$ cat config.mk
export PLATFORM = sky130hd
export DESIGN_NAME = limit_order_matcher
export DESIGN_NICKNAME = d
export VERILOG_FILES = /design/src/rtl/lom_pkg.sv /design/src/rtl/lom_ram.sv /design/src/rtl/limit_order_matcher.sv
export SDC_FILE = /design/constraint.sdc
export NUM_CORES = 2
export LEC_CHECK = 0
export BUFFER_PORTS_ARGS = -buffer_cell sky130_fd_sc_hd__buf_4
export CAP_MARGIN = 10
export CORE_MARGIN = 2
export CORE_UTILIZATION = 65
export CTS_CLUSTER_DIAMETER = 30
export DETAILED_ROUTE_END_ITERATION = 10
export GPL_ROUTABILITY_DRIVEN = 0
export PLACE_DENSITY_LB_ADDON = 0.12
export SYNTH_ARGS = -nofsm -noshare
export SYNTH_HDL_FRONTEND = slang
export SYNTH_SLANG_ARGS = --single-unit
$ cat constraint.sdc
create_clock -name clk -period 23.6 [get_ports clk]
set_input_delay 4.72 -clock clk [delete_from_list [all_inputs] [get_ports clk]]
set_output_delay 4.72 -clock clk [all_outputs]
set_load 0.01 [all_outputs]
$ cat src/rtl/lom_pkg.sv
`timescale 1ns / 1ps
`default_nettype none
package lom_pkg;
    localparam logic [2:0] KIND_TRADE     = 3'd0;
    localparam logic [2:0] KIND_RESTED    = 3'd1;
    localparam logic [2:0] KIND_DONE      = 3'd2;
    localparam logic [2:0] KIND_CANCELLED = 3'd3;
    localparam logic [2:0] KIND_NOTFOUND  = 3'd4;
    localparam logic [2:0] KIND_FULL      = 3'd5;

    localparam logic CMD_ADD    = 1'b0;
    localparam logic CMD_CANCEL = 1'b1;

    localparam int ID_W    = 16;
    localparam int PRICE_W = 20;
    localparam int QTY_W   = 20;
    localparam int ARR_W   = 32;

    typedef struct packed {
        logic [ID_W-1:0]    id;
        logic               side;
        logic [PRICE_W-1:0] price;
        logic [QTY_W-1:0]   qty;
        logic [ARR_W-1:0]   arrival;
    } entry_t;
endpackage
`default_nettype wire

$ cat src/rtl/lom_ram.sv
`timescale 1ns / 1ps
`default_nettype none
module lom_ram #(
    parameter int WIDTH = 8,
    parameter int DEPTH = 32
) (
    input  wire logic                     clk,
    input  wire logic                     we,
    input  wire logic [$clog2(DEPTH)-1:0] waddr,
    input  wire logic [WIDTH-1:0]         wdata,
    input  wire logic [$clog2(DEPTH)-1:0] raddr,
    output logic      [WIDTH-1:0]         rdata
);
    logic [WIDTH-1:0] mem [DEPTH];

    always_ff @(posedge clk)
    begin
        if (we)
        begin
            mem[waddr] <= wdata;
        end
        rdata <= mem[raddr];
    end
endmodule
`default_nettype wire

$ cat src/rtl/limit_order_matcher.sv
// Price-time priority order book over MAX_ORDERS table slots. Assert start
// for one cycle while busy is low; busy then stays high until the item is
// finished. Every result appears for a single cycle with strobe high and
// cannot be stalled; the closing status result carries last=1. The table is
// scanned one slot per cycle through a registered-read RAM: a cancel scans
// every slot, the free-slot search checks slots in order until it finds a
// free one, and each fill costs one best-price scan followed by a fill step.
`timescale 1ns / 1ps
`default_nettype none
module limit_order_matcher
    import lom_pkg::*;
#(
    parameter int MAX_ORDERS = 32
) (
    input  wire logic               clk,
    input  wire logic               rst_n,
    input  wire logic               start,
    output logic                    busy,
    input  wire logic               cmd,
    input  wire logic [ID_W-1:0]    order_id,
    input  wire logic               side,
    input  wire logic [PRICE_W-1:0] limit_price,
    input  wire logic [QTY_W-1:0]   quantity,
    output logic                    strobe,
    output logic [2:0]              kind,
    output logic [ID_W-1:0]         buyer_id,
    output logic [ID_W-1:0]         seller_id,
    output logic [PRICE_W-1:0]      trade_price,
    output logic [QTY_W-1:0]        trade_qty,
    output logic                    last
);
    localparam int AW = $clog2(MAX_ORDERS);
    localparam int CW = AW + 1;
    localparam int EW = $bits(entry_t);
    localparam logic [CW-1:0] LAST_IDX = CW'(MAX_ORDERS - 1);

    localparam logic [2:0] S_IDLE   = 3'd0;
    localparam logic [2:0] S_CANCEL = 3'd1;
    localparam logic [2:0] S_BEST   = 3'd2;
    localparam logic [2:0] S_FILL   = 3'd3;
    localparam logic [2:0] S_FREE   = 3'd4;
    localparam logic [2:0] S_EMIT   = 3'd5;

    logic [2:0]          state_reg, state_next;
    logic [CW-1:0]       cnt_reg, cnt_next;
    logic [AW-1:0]       ridx_reg, ridx_next;
    logic                rvalid_reg, rvalid_next;
    logic [AW-1:0]       didx_reg, didx_next;
    logic                dvalid_reg, dvalid_next;
    logic [MAX_ORDERS-1:0] valid_reg, valid_next;
    logic [ARR_W-1:0]    arr_ctr_reg, arr_ctr_next;
    logic [ID_W-1:0]     id_reg, id_next;
    logic                side_reg, side_next;
    logic [PRICE_W-1:0]  price_reg, price_next;
    logic [QTY_W-1:0]    qty_reg, qty_next;
    logic                hit_reg, hit_next;
    logic [AW-1:0]       best_reg, best_next;
    entry_t              best_e_reg, best_e_next;
    logic [2:0]          status_reg, status_next;

    logic                strobe_reg, strobe_next;
    logic [2:0]          kind_reg, kind_next;
    logic [ID_W-1:0]     buyer_reg, buyer_next;
    logic [ID_W-1:0]     seller_reg, seller_next;
    logic [PRICE_W-1:0]  tprice_reg, tprice_next;
    logic [QTY_W-1:0]    tqty_reg, tqty_next;
    logic                last_reg, last_next;

    logic                we;
    logic [AW-1:0]       waddr;
    entry_t              wdata;
    entry_t              rd;
    logic [EW-1:0]       rd_bits;
    logic                slot_ok;
    logic                better;
    logic                crosses;
    logic [QTY_W-1:0]    fill;

    lom_ram #(.WIDTH(EW), .DEPTH(MAX_ORDERS)) u_table (
        .clk   (clk),
        .we    (we),
        .waddr (waddr),
        .wdata (wdata),
        .raddr (ridx_reg),
        .rdata (rd_bits)
    );
    assign rd = entry_t'(rd_bits);

    assign slot_ok = dvalid_reg && valid_reg[didx_reg];

    always_comb
    begin
        if (rd.price != best_e_reg.price)
        begin
            better = side_reg ? (rd.price > best_e_reg.price)
                              : (rd.price < best_e_reg.price);
        end
        else
        begin
            better = rd.arrival < best_e_reg.arrival;
        end
        crosses = (price_reg == '0) ||
                  (side_reg == 1'b0 && best_e_reg.price <= price_reg) ||
                  (side_reg == 1'b1 && best_e_reg.price >= price_reg);
        fill = (qty_reg < best_e_reg.qty) ? qty_reg : best_e_reg.qty;
    end

    always_comb
    begin
        state_next   = state_reg;
        cnt_next     = cnt_reg;
        ridx_next    = ridx_reg;
        rvalid_next  = 1'b0;
        didx_next    = ridx_reg;
        dvalid_next  = rvalid_reg;
        valid_next   = valid_reg;
        arr_ctr_next = arr_ctr_reg;
        id_next      = id_reg;
        side_next    = side_reg;
        price_next   = price_reg;
        qty_next     = qty_reg;
        hit_next     = hit_reg;
        best_next    = best_reg;
        best_e_next  = best_e_reg;
        status_next  = status_reg;
        strobe_next  = 1'b0;
        kind_next    = kind_reg;
        buyer_next   = '0;
        seller_next  = '0;
        tprice_next  = '0;
        tqty_next    = '0;
        last_next    = 1'b0;
        we           = 1'b0;
        waddr        = best_reg;
        wdata        = best_e_reg;

        case (state_reg)
            S_IDLE:
            begin
                if (start)
                begin
                    id_next    = order_id;
                    side_next  = side;
                    price_next = limit_price;
                    qty_next   = quantity;
                    hit_next   = 1'b0;
                    cnt_next   = '0;
                    ridx_next  = '0;
                    if (cmd == CMD_CANCEL)
                    begin
                        rvalid_next = 1'b1;
                        state_next  = S_CANCEL;
                    end
                    else if (quantity == '0)
                    begin
                        status_next = KIND_DONE;
                        state_next  = S_EMIT;
                    end
                    else
                    begin
                        rvalid_next = 1'b1;
                        state_next  = S_BEST;
                    end
                end
            end
            S_CANCEL:
            begin
                if (cnt_reg < LAST_IDX)
                begin
                    ridx_next   = AW'(cnt_reg + 1'b1);
                    rvalid_next = 1'b1;
                    cnt_next    = cnt_reg + 1'b1;
                end
                if (slot_ok && rd.id == id_reg &&
                    (!hit_reg || rd.arrival < best_e_reg.arrival))
                begin
                    hit_next    = 1'b1;
                    best_next   = didx_reg;
                    best_e_next = rd;
                end
                if (dvalid_reg && didx_reg == AW'(LAST_IDX))
                begin
                    state_next = S_EMIT;
                    if (hit_next)
                    begin
                        valid_next[best_next] = 1'b0;
                        status_next = KIND_CANCELLED;
                    end
                    else
                    begin
                        status_next = KIND_NOTFOUND;
                    end
                end
            end
            S_BEST:
            begin
                if (cnt_reg < LAST_IDX)
                begin
                    ridx_next   = AW'(cnt_reg + 1'b1);
                    rvalid_next = 1'b1;
                    cnt_next    = cnt_reg + 1'b1;
                end
                if (slot_ok && rd.side != side_reg && (!hit_reg || better))
                begin
                    hit_next    = 1'b1;
                    best_next   = didx_reg;
                    best_e_next = rd;
                end
                if (dvalid_reg && didx_reg == AW'(LAST_IDX))
                begin
                    state_next = S_FILL;
                end
            end
            S_FILL:
            begin
                if (hit_reg && crosses)
                begin
                    strobe_next = 1'b1;
                    kind_next   = KIND_TRADE;
                    buyer_next  = side_reg ? best_e_reg.id : id_reg;
                    seller_next = side_reg ? id_reg : best_e_reg.id;
                    tprice_next = best_e_reg.price;
                    tqty_next   = fill;
                    qty_next    = qty_reg - fill;
                    we          = 1'b1;
                    wdata       = best_e_reg;
                    wdata.qty   = best_e_reg.qty - fill;
                    if (best_e_reg.qty == fill)
                    begin
                        valid_next[best_reg] = 1'b0;
                    end
                    hit_next  = 1'b0;
                    cnt_next  = '0;
                    ridx_next = '0;
                    if (qty_reg == fill)
                    begin
                        status_next = KIND_DONE;
                        state_next  = S_EMIT;
                    end
                    else
                    begin
                        rvalid_next = 1'b1;
                        state_next  = S_BEST;
                    end
                end
                else if (price_reg == '0)
                begin
                    status_next = KIND_DONE;
                    state_next  = S_EMIT;
                end
                else
                begin
                    cnt_next   = '0;
                    state_next = S_FREE;
                end
            end
            S_FREE:
            begin
                if (!valid_reg[cnt_reg[AW-1:0]])
                begin
                    we                 = 1'b1;
                    waddr              = cnt_reg[AW-1:0];
                    wdata.id           = id_reg;
                    wdata.side         = side_reg;
                    wdata.price        = price_reg;
                    wdata.qty          = qty_reg;
                    wdata.arrival      = arr_ctr_reg;
                    valid_next[cnt_reg[AW-1:0]] = 1'b1;
                    arr_ctr_next       = arr_ctr_reg + 1'b1;
                    status_next        = KIND_RESTED;
                    state_next         = S_EMIT;
                end
                else if (cnt_reg == LAST_IDX)
                begin
                    status_next = KIND_FULL;
                    state_next  = S_EMIT;
                end
                else
                begin
                    cnt_next = cnt_reg + 1'b1;
                end
            end
            S_EMIT:
            begin
                strobe_next = 1'b1;
                kind_next   = status_reg;
                last_next   = 1'b1;
                state_next  = S_IDLE;
            end
            default:
            begin
                state_next = S_IDLE;
            end
        endcase
    end

    always_ff @(posedge clk or negedge rst_n)
    begin
        if (!rst_n)
        begin
            state_reg   <= S_IDLE;
            valid_reg   <= '0;
            arr_ctr_reg <= '0;
            rvalid_reg  <= 1'b0;
            dvalid_reg  <= 1'b0;
            didx_reg    <= '0;
            strobe_reg  <= 1'b0;
            hit_reg     <= 1'b0;
            cnt_reg     <= '0;
            ridx_reg    <= '0;
        end
        else
        begin
            state_reg   <= state_next;
            valid_reg   <= valid_next;
            arr_ctr_reg <= arr_ctr_next;
            rvalid_reg  <= rvalid_next;
            dvalid_reg  <= dvalid_next;
            didx_reg    <= didx_next;
            strobe_reg  <= strobe_next;
            hit_reg     <= hit_next;
            cnt_reg     <= cnt_next;
            ridx_reg    <= ridx_next;
        end
    end

    always_ff @(posedge clk)
    begin
        id_reg     <= id_next;
        side_reg   <= side_next;
        price_reg  <= price_next;
        qty_reg    <= qty_next;
        best_reg   <= best_next;
        best_e_reg <= best_e_next;
        status_reg <= status_next;
        kind_reg   <= kind_next;
        buyer_reg  <= buyer_next;
        seller_reg <= seller_next;
        tprice_reg <= tprice_next;
        tqty_reg   <= tqty_next;
        last_reg   <= last_next;
    end

    assign busy        = (state_reg != S_IDLE);
    assign strobe      = strobe_reg;
    assign kind        = kind_reg;
    assign buyer_id    = buyer_reg;
    assign seller_id   = seller_reg;
    assign trade_price = tprice_reg;
    assign trade_qty   = tqty_reg;
    assign last        = last_reg;
endmodule
`default_nettype wire

======== Word-level counts from Yosys, hierarchy flattened ========
Memory sizes are Yosys's and may differ from the RTL's. A register that Yosys moved wholly into a read port is not among the register bits.
Cells that the tools add are included.
word-level totals
  register bits after elaboration ......... 317
  RAM bits ................................ 2,848
  input bits .............................. 61
  output and inout port bits .............. 78
  word-level logic and storage cells ...... 216
  memories ................................ 1
memories
  name         depth  bits a word  rd ports  clocked after memory_dff  write ports  line           text
  u_table.mem  32     89           1         1                         1            lom_ram.sv:14  logic [WIDTH-1:0] mem [DEPTH];
operators by class
  $add $sub $neg .......................... 4
  magnitude comparators ................... 14
  equality and inequality tests ........... 30
  mux-type cells .......................... 90
  bitwise logic cells ..................... 7
  reduce and logical (&&, ||, !) cells .... 43
operator list
  cell                     number
  $pmux W89 S2             2
  $mux W89                 3
  $mux W32                 5
  $pmux W32 S3             1
  $and A32 B32 Y32         2
  $not A32 Y32             2
  $mux W20                 3
  $mux W3                  19
  $mux W52                 1
  $eq A20 B20 Y1           2
  $logic_not A20 Y1        2
  $lt A20 B20 Y1           2
  $mux W5                  8
  $pmux W20 S2             1
  $sub A20 B20 Y20         2
  $mux W6                  6
  $add A32 B1 Y32 const B  1
  $lt A32 B32 Y1           1
  $mux W16                 2
  $or A32 B32 Y32          1
  $ne A2 B2 Y1 const B     13
  $lt A5 B6 Y1 const B     4
  $mux W1                  24
  $pmux W6 S4              1
  other kinds (40)         80

======== Logic depth before layout (Yosys ltp) ========
  word-level depth ........................ 16
  gate-level depth with buffers ........... 26
  mapped depth without buffers ............ 20

======== By module ========
A second synthesis with hierarchy kept.
second synthesis, totals
  cells, all modules ...................... 7,168
  area, all modules ....................... 128,679.7 um^2
by module, submodules not included
  module               times used  cells each  area an instance (um^2)  sequential area each (um^2)
  lom_ram              1           5,204       110,060.6                87,303.7
  limit_order_matcher  1           1,964       18,619.1                 8,353.0

======== Worst setup path before layout ========
OpenSTA, ideal clock, no wires.
  path type ............................... register to register
  start point ............................. reg best_e_reg[17] (netlist name)
  end point ............................... reg best_e_reg[0] (netlist name) (enable)
  library setup time ...................... 659 ps
  arrival time ............................ 8,644 ps
  data required time ...................... 22,941 ps
  setup slack ............................. 14,297 ps
  stages on the path, launching flop included .. 14
  buffers on the path ..................... 1
  clock period less this slack ............ 9,303 ps
  cell sequence ........................... edfxtp_1 -> inv_1 -> ha_1 -> a21o_1 -> a21o_1 -> a21o_1 -> a21o_1 -> a221o_1 -> a21oi_1 -> o21ai_0 -> a21oi_1 -> clkbuf_1 -> inv_1 -> o21ai_0
on the way
  longest elaborated chain between the ends .. 6
  elaborated cells between the ends (all ways) .. 9
  classes of those cells .................. 1 x order compare; 2 x eq/ne; 1 x mux; 5 x reduce/logical
RTL lines
  what                           line                                                    text
  from (decl)                    limit_order_matcher.sv:58                               entry_t best_e_reg, best_e_next;
  from (signal assigned)         limit_order_matcher.sv:334                              best_e_reg <= best_e_next;
  $lt A32 B32 Y1 *               limit_order_matcher.sv:100, limit_order_matcher.sv:175
  $mux W1                        limit_order_matcher.sv:93                               if (rd.price != best_e_reg.price)
  $logic_or A1 B1 Y1             limit_order_matcher.sv:203                              if (slot_ok && rd.side != side_reg && (!hit_reg || better))
  $logic_and A1 B1 Y1            limit_order_matcher.sv:203
  $ne A2 B2 Y1 (no line)         n/a
  $reduce_and A3 Y1 (no line) *  n/a
Mark *: on every way between the ends. The rest lies on a longest branch, timed or not.
A chain may end at the register's enable or synchronous reset.

======== Final worst setup path ========
  start point ............................. reg price_reg[5]
  end point ............................... mem u_table.mem[17][69] (netlist name) (enable)
on the way
  longest elaborated chain between the ends .. 9
  elaborated cells between the ends (all ways) .. 12
  classes of those cells .................. 2 x order compare; 4 x mux; 6 x reduce/logical
RTL lines
  what                             line                        text
  from (decl)                      limit_order_matcher.sv:54   logic [PRICE_W-1:0] price_reg, price_next;
  from (signal assigned)           limit_order_matcher.sv:331  price_reg <= price_next;
  $le A20 B20 Y1                   limit_order_matcher.sv:103  (side_reg == 1'b0 && best_e_reg.price <= price_reg) ||
  $logic_and A1 B1 Y1              limit_order_matcher.sv:103
  $logic_or A1 B1 Y1               limit_order_matcher.sv:102  crosses = (price_reg == '0) ||
  $logic_or A1 B1 Y1 *             limit_order_matcher.sv:103
  $logic_and A1 B1 Y1 *            limit_order_matcher.sv:216  if (hit_reg && crosses)
  $mux W1 *                        limit_order_matcher.sv:216
  $pmux W1 S2 *                    limit_order_matcher.sv:137  case (state_reg)
  $mux W1 *                        lom_ram.sv:18               if (we)
  $mux W1 (implied by the code) *  lom_ram.sv:20               mem[waddr] <= wdata;
  to (decl)                        lom_ram.sv:14
Marks and branches as above.

==> summary.md <==
| Metric | Value |
|---|---|
| Status | complete, no violations |
| RSZ-0062 raised after global routing | no |
| Area grow syn2layout | 19.6% |
| Max FFs per register | about 2800 |
| DP HPWL | roughly 180000 microns |
| Root buf cell | clkbuf_16 |
| Top_reg_cell synth | edfxtp_1 |
| CTS Hold Buffers Added | 0 |
| Die width | between 400 and 500 microns |
| DR iter-0 viols | approximately 11000 |
| Layout cells sized above 1 | 0.333 |
| Post-synthesis register bit count | ~3300 |
| Area occupied by multi-input gates | 30900 sq um |
| Number of flops mapped to enable cells by yosys | around 3000 |
| H-tree depth | 6 |
| Critical Path End Type | flop |
| Max Cap Violations | 0 |
| WP data required | roughly 24000 ps |
| Die area | roughly 200000 sq um |
| Wirelength per Cell | approximately 38 microns |
| Worst Hold Class | reg -> reg |
| P_leak | between 50 and 60 nW |
| Synthesis Warnings | 0 |
| PnR worst setup slack | around 17000 ps |
| Mapped Area | roughly 130000 sq um |
| Register area share after synthesis | 0.750 |
| Post-synth top area share | 0.707 |
| Num CTS Buffers | 568 |
| Critical-path cell list | inv_1 -> ha_1 -> a21o_1 -> a21o_1 -> a21o_1 -> a21o_1 -> a221o_1 -> a21oi_1 -> xor2_1 -> o21ai_0 -> nor2_1 -> a32oi_1 -> buf_4 -> nor2_4 -> buf_4 -> buf_4 |
| Clk sinks | between 3000 and 4000 |
| Worst path bufs/invs | 4 |
| # resized after CTS | 0 |
| Setup violators final | 0 |
| Most common cell in the netlist | edfxtp_1 |
| Maximum clock insertion buffer count | 4 |
| Peak VDD IR | 0.120 mV |
| FF-to-FF path depth | 16 |
| Ports | about 140 |
| Fin crit share | 0.298 |
| TritonCTS clock tree | done |
| Slew HR | 0.0968 |
| Post-CTS setup buffers | 0 |
| Worst Clk Skew | between 60 and 70 ps |
| DRC | 0 |
| Area of the core | roughly 200000 sq um |
| Syn Area/Cell | 21.0 sq um |
| Pwr dens | about 130 nW/um^2 |
| Peak Freq | around 140 MHz |
| Worst endpoint data arrival time | 7600 ps |
| Fillers | ~9000 |
| CP Depth | 16 |
| Vias per inst | ~7.2 |
| Clock Latency Late Sink | 990 ps |
| Distinct cells, synth | 79 |
| Worst setup path class | reg -> reg |
| Nets | around 6900 |
| Most used cell, CP | a21o_1 |
| CTS clock-pin slew for the worst setup and hold paths | 50 ps |
| Critical Path Max Stage Delay | roughly 870 ps |
| Cell taking the most area after synthesis | edfxtp_1 |
| Pre-antenna DRT Iters | 9 |
| FF+latch area | about 96000 sq um |
| Fin. Hold Viols | 0 |
| Critical Path Fanout Max | 44 |
| Crit path max-delay family | buffers and inverters |
| Synth cell count leaders | edfxtp_1, mux4_2, nand2_1 |
| Hold path cells | 0 |
| Initial antenna violation count | 20 |
| Syn Inst Count | just over 6000 |
| Initial core utilization | 0.654 |
| ANT nets after route | 0 |
| Congestion Overflow GR | 0 |
| Max Slew Vio Count | 0 |
| All-layer global routing usage | 0.379 |
| Worst slew pin tran | around 1400 ps |
| Vias in the first global route | slightly above 70000 |
| Port Buf Inserts | approximately 140 |
| Post-Route WL | around 370000 microns |
| Die height | roughly 450 microns |
| Slowest stage cell, crit path | nor2_1 |
| Post-Syn Nets | 6241 |
| Final min period | slightly above 7000 ps |
| First-pass GRT wire length | ~530000 microns |
| DP Worst Slack | between 15000 and 20000 ps |
| Via Count | roughly 71000 |
| CP startpoint kind | flop |
| Synth top area cells | edfxtp_1, mux4_2, dfxtp_1 |
| Post-Route Setup TNS | 0 ps |
| Pin count of the biggest net entering global routing | ~120 |
| Cell Rows | ~160 |
| Async set-or-reset flop fraction in the synthesized netlist | 0.0267 |
==> power breakdown <==
part	switching (mW)	internal (mW)	total [mW]
Combinational	2.23	1.67	3.90
Sequential	0.287	6.82	7.11
Clock	2.95	5.46	8.41
Total	5.47	14.0	19.4
==> routing by layer <==
metal,wire [microns],vias to the layer above,global-route usage
met3,47100,1127,0.102
li1,-,26600,-
met4,17800,22,0.160
met5,237,-,0
met2,180000,6032,0.594
met1,128000,36800,0.511
==> placed cells by master, fill, tap and decap left out, types with 25 or more instances in the layout <==
cell type / netlist / layout
inv_1: 117 / 116
nor3_1: 36 / 36
clkbuf_1: 213 / 62
a21o_1: 40 / 40
inv_6: 0 / 45
clkbuf_16: 0 / 592
clkinv_4: 0 / 34
nand2_1: 265 / 264
o21ai_1: 4 / 25
dfrtp_1: 87 / 82
clkinvlp_4: 0 / 64
mux2i_1: 51 / 51
a31oi_1: 25 / 25
buf_4: 0 / 312
edfxtp_1: 3005 / 3005
nand2b_1: 29 / 29
bufinv_16: 0 / 74
mux4_2: 910 / 910
xnor2_1: 57 / 57
o21ai_0: 138 / 80
o21ai_2: 0 / 27
nor2_4: 0 / 32
ha_1: 117 / 117
nand4_1: 29 / 29
mux2_2: 95 / 95
nand3_1: 41 / 41
dfxtp_1: 162 / 162
a21oi_1: 107 / 107
nor2_1: 170 / 138
clkinv_2: 0 / 80
clkinv_1: 1 / 43
==> kinds of logic after synthesis <==
family | after synthesis | synth area share
DFF | 3254 | 0.750
xor gates and xnor gates | 75 | 0.00515
adders and majority gates | 121 | 0.0118
muxes | 1056 | 0.173
and+or+nand+nor | 666 | 0.0236
buffers and inverters | 411 | 0.0122
AOI/OAI and AO/OA | 480 | 0.0244
==> layout make-up <==
cell class / count / share of cell area
diodes: 3 / 0.0000492
clock buffers: 670 / 0.100
clock inverters: 353 / 0.0274
inverters: 118 / 0.00290
multi-input cells: 2398 / 0.203
flip-flops and latches: 3254 / 0.627
well taps: 2624 / 0.0215
repair buffers: 333 / 0.0182
==> path summary, 6_finish.rpt <==
| path | startpoint | end | slack (ps) |
|---|---|---|---|
| worst max-delay path | price_reg[5]$_DFFE_PP_ | u_table.mem[17][69]$_DFFE_PP_ | 16560 |
| worst min-delay path | dvalid_next$_DFF_PN0_ | dvalid_reg$_DFF_PN0_ | 370 |
| worst max register to register | price_reg[5]$_DFFE_PP_ | u_table.mem[17][69]$_DFFE_PP_ | 16560 |
| worst min register to register | dvalid_next$_DFF_PN0_ | dvalid_reg$_DFF_PN0_ | 370 |
| max in group asynchronous | rst_n | didx_next[0]$_DFFE_PN0P_ | 18610 |
| min in group asynchronous | rst_n | arr_ctr_reg[17]$_DFFE_PN0P_ | 3760 |
==> stage by stage <==
step	std cells	total power, mW	util	hold slack, ps	instance area, sq um
3_3_place_gp	8714	10.8	0.681	362	133000
2_1_floorplan	6063	9.62	-	331	128000
5_1_grt	9751	19.9	0.782	384	153000
6_report	9753	19.4	0.782	371	153000
3_5_place_dp	8714	10.9	0.681	365	133000
4_1_cts	9737	19.4	0.781	371	152000
Power figures use the tool's default switching activity.
